### src/sv/mcps_pkg.sv
`default_nettype none
// ----------------------------------------------------------------------------
// mcps_pkg: shared types and constants of the period scheduler
// Field widths, register map and the per-channel status group.
// ----------------------------------------------------------------------------
package mcps_pkg;

  // fixed field widths of the item channels
  localparam int unsigned ELAPSED_W = 16;
  localparam int unsigned MASK_W    = 8;
  localparam int unsigned WAIT_W    = 16;
  localparam int unsigned PERIOD_W  = 16;

  // register map: one period register per channel, 32-bit words
  localparam int unsigned NUM_REGS = 8;
  localparam int unsigned ADDR_W   = 5;
  localparam int unsigned DATA_W   = 32;
  localparam int unsigned IDX_W    = 3;

  localparam logic [IDX_W-1:0] REG_PERIOD_CH0 = 3'd0;

  // status of one channel for the current beat
  typedef struct packed {
    logic enabled;
    logic due;
  } chan_stat_t;

endpackage
`default_nettype wire

### src/sv/mcps_chan.sv
`default_nettype none
// ----------------------------------------------------------------------------
// mcps_chan: one scheduler channel
// Holds the remaining time and, on a step while enabled, takes off elapsed time
// or reloads the period when the elapsed time reaches it (the channel falls due).
// ----------------------------------------------------------------------------
module mcps_chan #(
  parameter int unsigned TIME_BITS = 16
) (
  input  wire logic                            clk,
  input  wire logic                            rst_n,
  input  wire logic                            step,
  input  wire logic [mcps_pkg::PERIOD_W-1:0]   period,
  input  wire logic [mcps_pkg::ELAPSED_W-1:0]  elapsed,
  output      logic [TIME_BITS-1:0]            time_next,
  output      mcps_pkg::chan_stat_t            stat
);

  // compare width wide enough for both the time state and the elapsed field
  localparam int unsigned W = (TIME_BITS > mcps_pkg::ELAPSED_W) ?
                              TIME_BITS : mcps_pkg::ELAPSED_W;

  logic [TIME_BITS-1:0] time_left_r;
  logic [TIME_BITS-1:0] time_left_nxt;
  logic [W-1:0]         t_ext;
  logic [W-1:0]         e_ext;
  logic [W-1:0]         p_ext;
  logic [W-1:0]         tmax_ext;
  logic [W-1:0]         diff;
  logic [TIME_BITS-1:0] reload;
  logic                 enabled;
  logic                 expired;

  assign enabled  = (period != '0);
  assign t_ext    = W'(time_left_r);
  assign e_ext    = W'(elapsed);
  assign p_ext    = W'(period);
  assign tmax_ext = W'({TIME_BITS{1'b1}});
  assign expired  = (e_ext >= t_ext);
  assign diff     = t_ext - e_ext;

  // clamp the period to what the time state can hold
  assign reload = (p_ext > tmax_ext) ? {TIME_BITS{1'b1}} : TIME_BITS'(p_ext);

  always_comb begin
    if (!enabled) begin
      time_next = time_left_r;
    end else if (expired) begin
      time_next = reload;
    end else begin
      time_next = TIME_BITS'(diff);
    end
  end

  assign time_left_nxt = step ? time_next : time_left_r;

  assign stat.enabled = enabled;
  assign stat.due     = enabled & expired;

  always_ff @(posedge clk) begin
    if (!rst_n) begin
      time_left_r <= '0;
    end else begin
      time_left_r <= time_left_nxt;
    end
  end

endmodule
`default_nettype wire

### src/sv/multi_channel_period_scheduler.sv
`default_nettype none
// ----------------------------------------------------------------------------
// multi_channel_period_scheduler: periodic timer over up to eight channels
// Each input beat carries elapsed milliseconds; each result beat carries the
// due mask, the shortest remaining wait and a none-enabled flag.
// ----------------------------------------------------------------------------
// The block accepts one elapsed-time beat per clock while the result side
// is not stalled and returns one result beat per input beat, in order. From
// the input register all channels update in parallel (subtract or reload)
// and a three-level min tree over the channels finds the shortest wait; the
// result is then held in the output register, and sustained throughput is
// one beat per cycle when out_ready stays high. A stall on the result side
// holds the output register, then the input register, and in_ready drops
// only when both are full. Periods are written over the APB-style port
// (register i at byte address 4*i, zero disables a channel); the user must
// write them only while no beat is in flight, which the block does not
// enforce. A channel is due on its first beat after enabling from reset.
// ----------------------------------------------------------------------------
module multi_channel_period_scheduler #(
  parameter int unsigned CHANNELS  = 8,
  parameter int unsigned TIME_BITS = 16
) (
  input  wire logic                            clk,
  input  wire logic                            rst_n,
  // input beats
  input  wire logic                            in_valid,
  output      logic                            in_ready,
  input  wire logic [mcps_pkg::ELAPSED_W-1:0]  in_elapsed_ms,
  // result beats
  output      logic                            out_valid,
  input  wire logic                            out_ready,
  output      logic [mcps_pkg::MASK_W-1:0]     out_due_mask,
  output      logic [mcps_pkg::WAIT_W-1:0]     out_next_wait_ms,
  output      logic                            out_none_enabled,
  // configuration
  input  wire logic                            psel,
  input  wire logic                            penable,
  input  wire logic                            pwrite,
  input  wire logic [mcps_pkg::ADDR_W-1:0]     paddr,
  input  wire logic [mcps_pkg::DATA_W-1:0]     pwdata,
  output      logic [mcps_pkg::DATA_W-1:0]     prdata,
  output      logic                            pready
);

  localparam int unsigned W = (TIME_BITS > mcps_pkg::WAIT_W) ?
                              TIME_BITS : mcps_pkg::WAIT_W;

  // ---------------------------------------------------------------- config
  logic [mcps_pkg::PERIOD_W-1:0] period_r [CHANNELS];
  logic [mcps_pkg::IDX_W-1:0]    cfg_idx;
  logic                          cfg_wr;

  assign pready  = 1'b1;
  assign cfg_idx = paddr[mcps_pkg::ADDR_W-1:2] - mcps_pkg::REG_PERIOD_CH0;
  assign cfg_wr  = psel & penable & pwrite & pready;

  // registers beyond CHANNELS match no entry: writes drop, reads give zero
  always_ff @(posedge clk) begin
    if (!rst_n) begin
      for (int i = 0; i < CHANNELS; i++) begin
        period_r[i] <= '0;
      end
    end else if (cfg_wr) begin
      for (int i = 0; i < CHANNELS; i++) begin
        if (cfg_idx == mcps_pkg::IDX_W'(i)) begin
          period_r[i] <= pwdata[mcps_pkg::PERIOD_W-1:0];
        end
      end
    end
  end

  always_comb begin
    prdata = '0;
    for (int i = 0; i < CHANNELS; i++) begin
      if (cfg_idx == mcps_pkg::IDX_W'(i)) begin
        prdata = mcps_pkg::DATA_W'(period_r[i]);
      end
    end
  end

  // ---------------------------------------------------------- beat control
  logic                           s1_valid_r;
  logic                           s1_valid_nxt;
  logic [mcps_pkg::ELAPSED_W-1:0] s1_elapsed_r;
  logic                           out_valid_r;
  logic                           out_valid_nxt;
  logic                           advance;
  logic                           step;

  // advance the input register whenever the output register is free or drains
  assign advance  = ~out_valid_r | out_ready;
  assign in_ready = ~s1_valid_r | advance;
  assign step     = s1_valid_r & advance;

  assign s1_valid_nxt  = (in_valid & in_ready) | (s1_valid_r & ~advance);
  assign out_valid_nxt = step | (out_valid_r & ~out_ready);

  always_ff @(posedge clk) begin
    if (!rst_n) begin
      s1_valid_r  <= 1'b0;
      out_valid_r <= 1'b0;
    end else begin
      s1_valid_r  <= s1_valid_nxt;
      out_valid_r <= out_valid_nxt;
    end
  end

  always_ff @(posedge clk) begin
    if (in_valid && in_ready) begin
      s1_elapsed_r <= in_elapsed_ms;
    end
  end

  // -------------------------------------------------------------- channels
  logic [TIME_BITS-1:0]    time_next [CHANNELS];
  mcps_pkg::chan_stat_t    stat      [CHANNELS];

  for (genvar g = 0; g < CHANNELS; g++) begin : g_chan
    mcps_chan #(
      .TIME_BITS (TIME_BITS)
    ) u_chan (
      .clk       (clk),
      .rst_n     (rst_n),
      .step      (step),
      .period    (period_r[g]),
      .elapsed   (s1_elapsed_r),
      .time_next (time_next[g]),
      .stat      (stat[g])
    );
  end

  // ------------------------------------------------------- due mask and min
  logic [mcps_pkg::MASK_W-1:0] due_mask;
  logic [TIME_BITS-1:0]        leaf  [mcps_pkg::MASK_W];
  logic [TIME_BITS-1:0]        min_a [4];
  logic [TIME_BITS-1:0]        min_b [2];
  logic [TIME_BITS-1:0]        best;
  logic [W-1:0]                best_ext;
  logic                        any_en;

  // eight leaves; disabled and absent channels enter at the largest time
  for (genvar g = 0; g < mcps_pkg::MASK_W; g++) begin : g_leaf
    if (g < CHANNELS) begin : g_used
      assign leaf[g] = stat[g].enabled ? time_next[g] : '1;
    end else begin : g_pad
      assign leaf[g] = '1;
    end
  end

  for (genvar g = 0; g < 4; g++) begin : g_min_a
    assign min_a[g] = (leaf[2*g+1] < leaf[2*g]) ? leaf[2*g+1] : leaf[2*g];
  end

  for (genvar g = 0; g < 2; g++) begin : g_min_b
    assign min_b[g] = (min_a[2*g+1] < min_a[2*g]) ? min_a[2*g+1] : min_a[2*g];
  end

  assign best = (min_b[1] < min_b[0]) ? min_b[1] : min_b[0];

  always_comb begin
    due_mask = '0;
    any_en   = 1'b0;
    for (int i = 0; i < CHANNELS; i++) begin
      due_mask[i] = stat[i].due;
      any_en      = any_en | stat[i].enabled;
    end
  end

  // report the low wait bits; zero when nothing is enabled
  assign best_ext = any_en ? W'(best) : '0;

  // -------------------------------------------------------- result register
  logic [mcps_pkg::MASK_W-1:0] out_due_mask_r;
  logic [mcps_pkg::WAIT_W-1:0] out_next_wait_r;
  logic                        out_none_r;

  always_ff @(posedge clk) begin
    if (step) begin
      out_due_mask_r  <= due_mask;
      out_next_wait_r <= best_ext[mcps_pkg::WAIT_W-1:0];
      out_none_r      <= ~any_en;
    end
  end

  assign out_valid        = out_valid_r;
  assign out_due_mask     = out_due_mask_r;
  assign out_next_wait_ms = out_next_wait_r;
  assign out_none_enabled = out_none_r;

  // ------------------------------------------------------------ assertions
  // an idle schedule reports neither due channels nor a wait
  a_none_quiet : assert property (@(posedge clk) disable iff (!rst_n)
    (out_valid && out_none_enabled) |-> (out_due_mask == '0 && out_next_wait_ms == '0))
    else $error("none_enabled result carries a due mask or a wait");

  // channels beyond CHANNELS never show up as due
  a_mask_range : assert property (@(posedge clk) disable iff (!rst_n)
    out_valid |-> ((out_due_mask >> CHANNELS) == '0))
    else $error("due bit set for a channel that does not exist");

  // with both registers full and the result stalled, take no new beat
  a_no_overrun : assert property (@(posedge clk) disable iff (!rst_n)
    (s1_valid_r && out_valid_r && !out_ready) |-> !in_ready)
    else $error("input accepted while both stages are stalled");

  // an accepted beat is held in the input register on the next cycle
  a_capture : assert property (@(posedge clk) disable iff (!rst_n)
    (in_valid && in_ready) |=> s1_valid_r)
    else $error("accepted beat lost");

endmodule
`default_nettype wire
### config.mk
export PLATFORM = sky130hd
export DESIGN_NAME = multi_channel_period_scheduler
export DESIGN_NICKNAME = d
export VERILOG_FILES = /design/src/sv/mcps_pkg.sv /design/src/sv/mcps_chan.sv /design/src/sv/multi_channel_period_scheduler.sv
export SDC_FILE = /design/constraint.sdc
export NUM_CORES = 1
export LEC_CHECK = 0
export BUFFER_PORTS_ARGS = -buffer_cell sky130_fd_sc_hd__buf_2
export CORE_UTILIZATION = 45
export CTS_BUF_LIST = sky130_fd_sc_hd__clkbuf_8
export DETAILED_ROUTE_END_ITERATION = 8
export PLACE_DENSITY = 0.72
export SETUP_SLACK_MARGIN = 0.02
export SYNTH_ARGS = -nofsm -noshare
export SYNTH_HDL_FRONTEND = slang
export SYNTH_SLANG_ARGS = --single-unit
### constraint.sdc
create_clock -name clk -period 11.85 [get_ports clk]
set_input_delay 1.7775 -clock clk [delete_from_list [all_inputs] [get_ports clk]]
set_output_delay 1.7775 -clock clk [all_outputs]
set_load 0.03 [all_outputs]
==> impl_metrics.tcl, run 1 <==
set metrics [dict create \
    fin_crit_sh_pct 93.89 \
    htree_num_levels 2 \
    async_reset_ff_share_pct 0 \
    avgViaCountPerCell 6.175 \
    synth_seq_cells 299 \
    die-area_sq_mm 0.05387 \
    ff2ff_path_depth 44 \
    row_count 83 \
    ys.flop_type "edfxtp_1" \
    vias 22420 \
    drtAntennaViolNets 0 \
    antenna_found_initial 3 \
    slew_headroom_pct 12.84 \
    wl_per_cell_microns 23.75 \
    tritoncts "done" \
    critical_path.endpoint_type "flip-flop" \
    maxCapViolations 0 \
    grt_pass1_wl_mm 126.0 \
    worstPathArrival_ns 11.50 \
    cts_max_path_buffers 3 \
    clock_latency_ns 0.69 \
    tns_ns 0 \
    cp_max_fo 26 \
    fin_area_sq_mm 0.02623 \
    yosys.cell_types.count 93 \
    path_delay_family "compound AO/OA/AOI/OAI gates" \
    netlist_instances 2813 \
    chipWidth_microns 232.1 \
    clkTransAtPathRegs_ns 0.06 \
    setup_viol 0 \
    cp.depth 44 \
    numCtsBuffers 56 \
    drv_slew 0 \
    synth_edf_count 169 \
    fin_skew_ns 0.03204 \
    io_buffers 84 \
    max_stage_delay_ns 0.74 \
    critPathBufInv 5 \
    avgSynthCellArea_sq_um 8.469 \
    drive_above_1_share_pct 10.35 \
    p_per_area_mw_per_mm2 177.5 \
    nets 3195 \
    synth_warnings 0 \
    grt_max_degree 70 \
    min_period_ns 11.13 \
    hold_violations 0 \
    dr.pass1.iters 7 \
    hold_buffers 0 \
    drt_iter0_markers 2306 \
    syn-cell-area_sq_mm 0.02382 \
    tightest_slew_ns 1.303 \
    cpMaxStageDelayCell "a21oi_2" \
    grt_use_total_pct 31.42 \
    cp.required_ns 12.23 \
    final_cell_mix "nor2_1, nand2_1, ha_1" \
    rsz0062_at_grt "false" \
    hold_class "reg -> reg" \
    wirelength_mm 86.20 \
    drcViolationCount 0 \
    final_common_cell "nor2_1" \
    place_area_sq_mm 0.02499 \
    status "finished clean" \
    p_leak_uw 0.01141 \
    cts-root-buf "clkbuf_8" \
    ioPinCount 120 \
    coreArea_sq_mm 0.05182 \
    initial_core_util_pct 45.97 \
    crit_type "reg -> reg" \
    utilization_pct 50.61 \
    vdd_drop_max_mv 0.1303 \
    syn2layout_area_growth_pct 10.09 \
    fmax_ghz 0.08988 \
    clock-sinks 299 \
    finalPower_uw 4656 \
    first_global_vias 20770 \
    whs_path_depth 2 \
    start_kind "flip-flop" \
    ys_seq_area_share_pct 32.23 \
    dp_hpwl_mm 65.68 \
    place_congestion 1.026 \
    dieHeight_microns 232.1 \
    grt.overflow.total 0 \
]
==> worst min-delay path: cells and delay by family, from the launching register on <==
| family | cells | cell delay, ns |
|---|---|---|
| flops | 1 | 0.31 |
| simple gates | 1 | 0.05 |
| compound gates | 1 | 0.05 |
==> Yosys cell counts, drive strengths merged, types with 14 or more instances <==
cell	count	area (sq um)
a211oi	113	853.3
a21o	56	420.4
a21oi	202	1022
a22o	27	236.5
a31oi	16	100.1
and2	29	181.4
and4	16	140.1
buf	35	230.2
clkbuf	90	339.1
dfxtp	130	2603
edfxtp	169	5075
ha	228	2853
inv	167	626.9
mux2	32	364.1
mux2i	107	1075
nand2	244	915.9
nand2b	44	275.3
nand3	35	175.2
nand4	53	331.6
nor2	415	1560
nor2b	30	187.7
nor3	60	300.3
nor4	39	256.5
o211ai	16	130.1
o21a	36	270.3
o21ai	121	605.6
o21bai	14	105.1
o221ai	15	131.4
or2	15	93.83
or3	18	112.6
xnor2	60	525.5
xor2	27	236.5
==> kinds of logic (layout without fill, tap and decap cells) <==
family	Yosys count	after routing	share of synthesized area, %
buf+inv	293	411	5.036
xor+xnor	87	87	3.198
mux	143	143	6.418
compound gates	730	730	20.59
flops	299	299	32.23
other cells	2	21	0.03152
fa+ha+maj	238	238	12.74
simple gates	1021	1021	19.76
==> timing repair <==
item                                   4_1_cts  5_1_grt
gates resized for setup                      0        1
buffers inserted                             0        2
endpoints found under the hold margin        0        0
setup endpoints to repair                    0        3
==> final timing paths <==
check	startpoint	endpoint	slack, ns
min reg2reg	g_chan[4].u_chan.t_ext[0]	g_chan[4].u_chan.t_ext[0]	0.46
max	s1_elapsed_r[3]	out_next_wait_ms[13]	0.72
max reg2reg	s1_elapsed_r[3]	out_next_wait_ms[13]	0.72
min	g_chan[4].u_chan.t_ext[0]	g_chan[4].u_chan.t_ext[0]	0.46
==> layer usage <==
metal	vias to the layer above	track usage, %	share of wire, %
met2	1156	48.40	43
met4	0	12.91	4.1
met3	189	7.650	11
li1	10430	-	-
met5	-	0	0
met1	10640	41.88	42
==> cell type report <==
class / instances / area (sq um)
Fill cell: 4853 / 25590
Multi-Input combinational cell: 2236 / 15010
Sequential cell: 299 / 7677
Timing Repair Buffer: 138 / 863.3
Tap cell: 680 / 850.8
Clock buffer: 57 / 784.5
Inverter: 168 / 633.1
Clock inverter: 48 / 400.4
Antenna cell: 4 / 10.01
==> stage by stage <==
stage	hold slack [ns]	std cells	setup slack (ns)
3_3_place_gp	0.4450	3519	1.060
6_report	0.4650	3630	0.7237
3_5_place_dp	0.4568	3519	0.9619
2_1_floorplan	0.4363	2828	2.299
4_1_cts	0.4657	3624	0.8941
5_1_grt	0.4893	3627	0.1370
==> sequential cells by signal (all words and copies together) (netlist names) <==
register / cells
g_chan.u_chan.t_ext: 128
period_r: 128
out_next_wait_ms: 16
s1_elapsed_r: 16
out_due_mask: 8
out_none_enabled: 1
out_valid: 1
s1_valid_r: 1
==> where the power goes <==
| group | switching (uW) | internal (uW) | leakage (uW) | total [uW] |
|---|---|---|---|---|
| clock | 508 | 604 | 0.000646 | 1110 |
| sequential | 73.2 | 1230 | 0.00267 | 1310 |
| combinational | 1400 | 837 | 0.00809 | 2240 |
| total | 1980 | 2680 | 0.0114 | 4660 |
No activity file was read; power rests on OpenSTA's default activity.
==> run 2, diff against run 1 <==
==> constraint.sdc (replaced) <==
create_clock -name clk -period 11.85 [get_ports clk]
set_input_delay 0.5925 -clock clk [delete_from_list [all_inputs] [get_ports clk]]
set_output_delay 0.5925 -clock clk [all_outputs]
set_load 0.03 [all_outputs]
==> run 2 against run 1 <==
Effect of this change:
- clock power about the same
- die area is the same
- utilization up 0.075 points
- largest cell class unchanged
==> impl_metrics.tcl, run 2 (synthesized netlist as in run 1, its figures left out) <==
set metrics [dict create \
    die-area_sq_mm 0.05387 \
    p_leak_uw 0.01146 \
    place_area_sq_mm 0.02504 \
    ioPinCount 120 \
    dr.pass1.iters 6 \
    start_kind "flip-flop" \
    cp.required_ns 12.23 \
    crit_type "reg -> reg" \
    initial_core_util_pct 45.97 \
    hold_violations 0 \
    wirelength_mm 88.69 \
    vias 22620 \
    cp_max_fo 26 \
    p_per_area_mw_per_mm2 176.9 \
    slew_headroom_pct 19.39 \
    r2r_slack_ns 0.71 \
    hold_buffers 0 \
    io_buffers 84 \
    r2r_start "s1_elapsed_r[1]" \
    fin_area_sq_mm 0.02627 \
    postCtsSetupBuffers 0 \
    cts-root-buf "clkbuf_8" \
    drv_slew 0 \
    row_count 83 \
    whs_path_depth 1 \
    avgViaCountPerCell 6.224 \
    dp_hpwl_mm 68.18 \
    place_congestion 1.040 \
    drive_above_1_share_pct 10.44 \
    ff2ff_path_depth 44 \
    final_common_cell "nor2_1" \
    grt.overflow.total 0 \
    clock_latency_ns 0.70 \
    maxCapViolations 0 \
    drt_iter0_markers 2488 \
    top_layer_used "met4" \
    critical_path.endpoint_type "flip-flop" \
    tightest_slew_ns 1.205 \
    antenna_found_initial 2 \
    instances_no_fill 3634 \
    worstHoldEndpoint "s1_elapsed_r[2]" \
    nets 3201 \
    status "finished clean" \
    tns_ns 0 \
    cpMaxStageDelayCell "edfxtp_1" \
    syn2layout_area_growth_pct 10.26 \
    clock-sinks 299 \
    first_global_vias 21260 \
    place_inst 3527 \
    nFillCells 4941 \
    tritoncts "done" \
    chipWidth_microns 232.1 \
    min_from "in_elapsed_ms[2]" \
    hold_class "in -> reg" \
    cts_max_path_buffers 3 \
    finalPower_uw 4646 \
    min_period_ns 11.14 \
    drcViolationCount 0 \
    clkTransAtPathRegs_ns 0.06 \
    fin_skew_ns 0.03504 \
    htree_num_levels 2 \
    rsz0062_at_grt "false" \
    grt_max_degree 64 \
    max_stage_delay_ns 0.74 \
    rr_endpoint "out_next_wait_ms[13]" \
    dieHeight_microns 232.1 \
    drtAntennaViolNets 0 \
    worstPathArrival_ns 11.52 \
    fin_crit_sh_pct 94.05 \
    met3_length_mm 9.741 \
    vdd_drop_max_mv 0.1279 \
    wl_per_cell_microns 24.40 \
    setup_viol 0 \
    numCtsBuffers 56 \
    grt_use_total_pct 32.47 \
    dr_wl_met2_mm 37.10 \
    final_cell_mix "nor2_1, nand2_1, ha_1" \
    coreArea_sq_mm 0.05182 \
    fmax_ghz 0.08973 \
    grt_pass1_wl_mm 129.9 \
    met1Wirelength_mm 36.87 \
]
run 2: cell types whose count changed in the layout (fill, tap and decap cells not counted), moves of 2 or more:
cell	previous run	this run
clkbuf_8	57	61
clkinv_1	11	9
clkinvlp_4	3	1
inv_1	173	176
buf_12	3	0
buf_4	51	60
clkinv_2	20	15
run 2: area by class of cell:
class	count	area, sq um	area share [%]
flip-flops and latches	299	7677	29.23
clock buffers	61	839.6	3.196
inverters	168	633.1	2.410
repair buffers	144	870.8	3.315
well taps	680	850.8	3.239
diodes	3	7.507	0.02858
clock inverters	43	372.9	1.419
multi-input cells	2236	15020	57.16
run 2: worst max-delay path by stage:
| stage | from | slack [ns] | depth (start not counted) | end |
|---|---|---|---|---|
| 6_report | s1_elapsed_r[1] | 0.71 | 44 | out_next_wait_ms[13] |
| 5_1_grt | s1_elapsed_r[0] | 0.05 | 46 | out_next_wait_ms[13] |
| 4_1_cts | s1_elapsed_r[1] | 0.65 | 44 | out_next_wait_ms[13] |
| 3_5_place_dp | s1_elapsed_r[1] | 0.71 | 44 | out_next_wait_ms[13] |
| 3_3_place_gp | s1_elapsed_r[1] | 0.84 | 44 | out_next_wait_ms[4] |
| 2_1_floorplan | s1_elapsed_r[0] | 2.30 | 51 | out_next_wait_ms[13] |
run 2: metal layers:
| metal | vias to the layer above | track usage, % |
|---|---|---|
| li1 | 10450 | - |
| met1 | 10700 | 43.73 |
| met2 | 1201 | 48.31 |
| met3 | 268 | 7.392 |
| met4 | 0 | 16.76 |
| met5 | - | 0 |
run 2: critical path: cells and delay by family, from the launching register on:
kind	cells	cell delay (ns)
muxes	3	1.27
and+or+nand+nor	13	2.33
AOI/OAI and AO/OA	17	3.65
adders and majority gates	4	1.22
DFF	1	0.74
buffers and inverters	7	1.61
run 2: through the flow:
stage | hold WS [ns] | setup slack [ns] | util (%)
2_1_floorplan | 0.4363 | 2.299 | -
3_3_place_gp | 0.4466 | 0.8380 | 48.32
3_5_place_dp | 0.4593 | 0.7132 | 48.32
4_1_cts | 0.05638 | 0.6480 | 50.66
5_1_grt | 0.07291 | 0.05340 | 50.68
6_report | 0.08265 | 0.7053 | 50.69
run 2: power by group:
part	switching (uW)	internal, uW
clock network	510	628
logic	1370	818
registers	85.1	1240
total	1960	2680
run 2: timing repair:
| action | 4_1_cts | 5_1_grt |
|---|---|---|
| gates resized for setup | 0 | 1 |
| hold endpoints to repair | 0 | 0 |
| setup endpoints to repair | 0 | 15 |
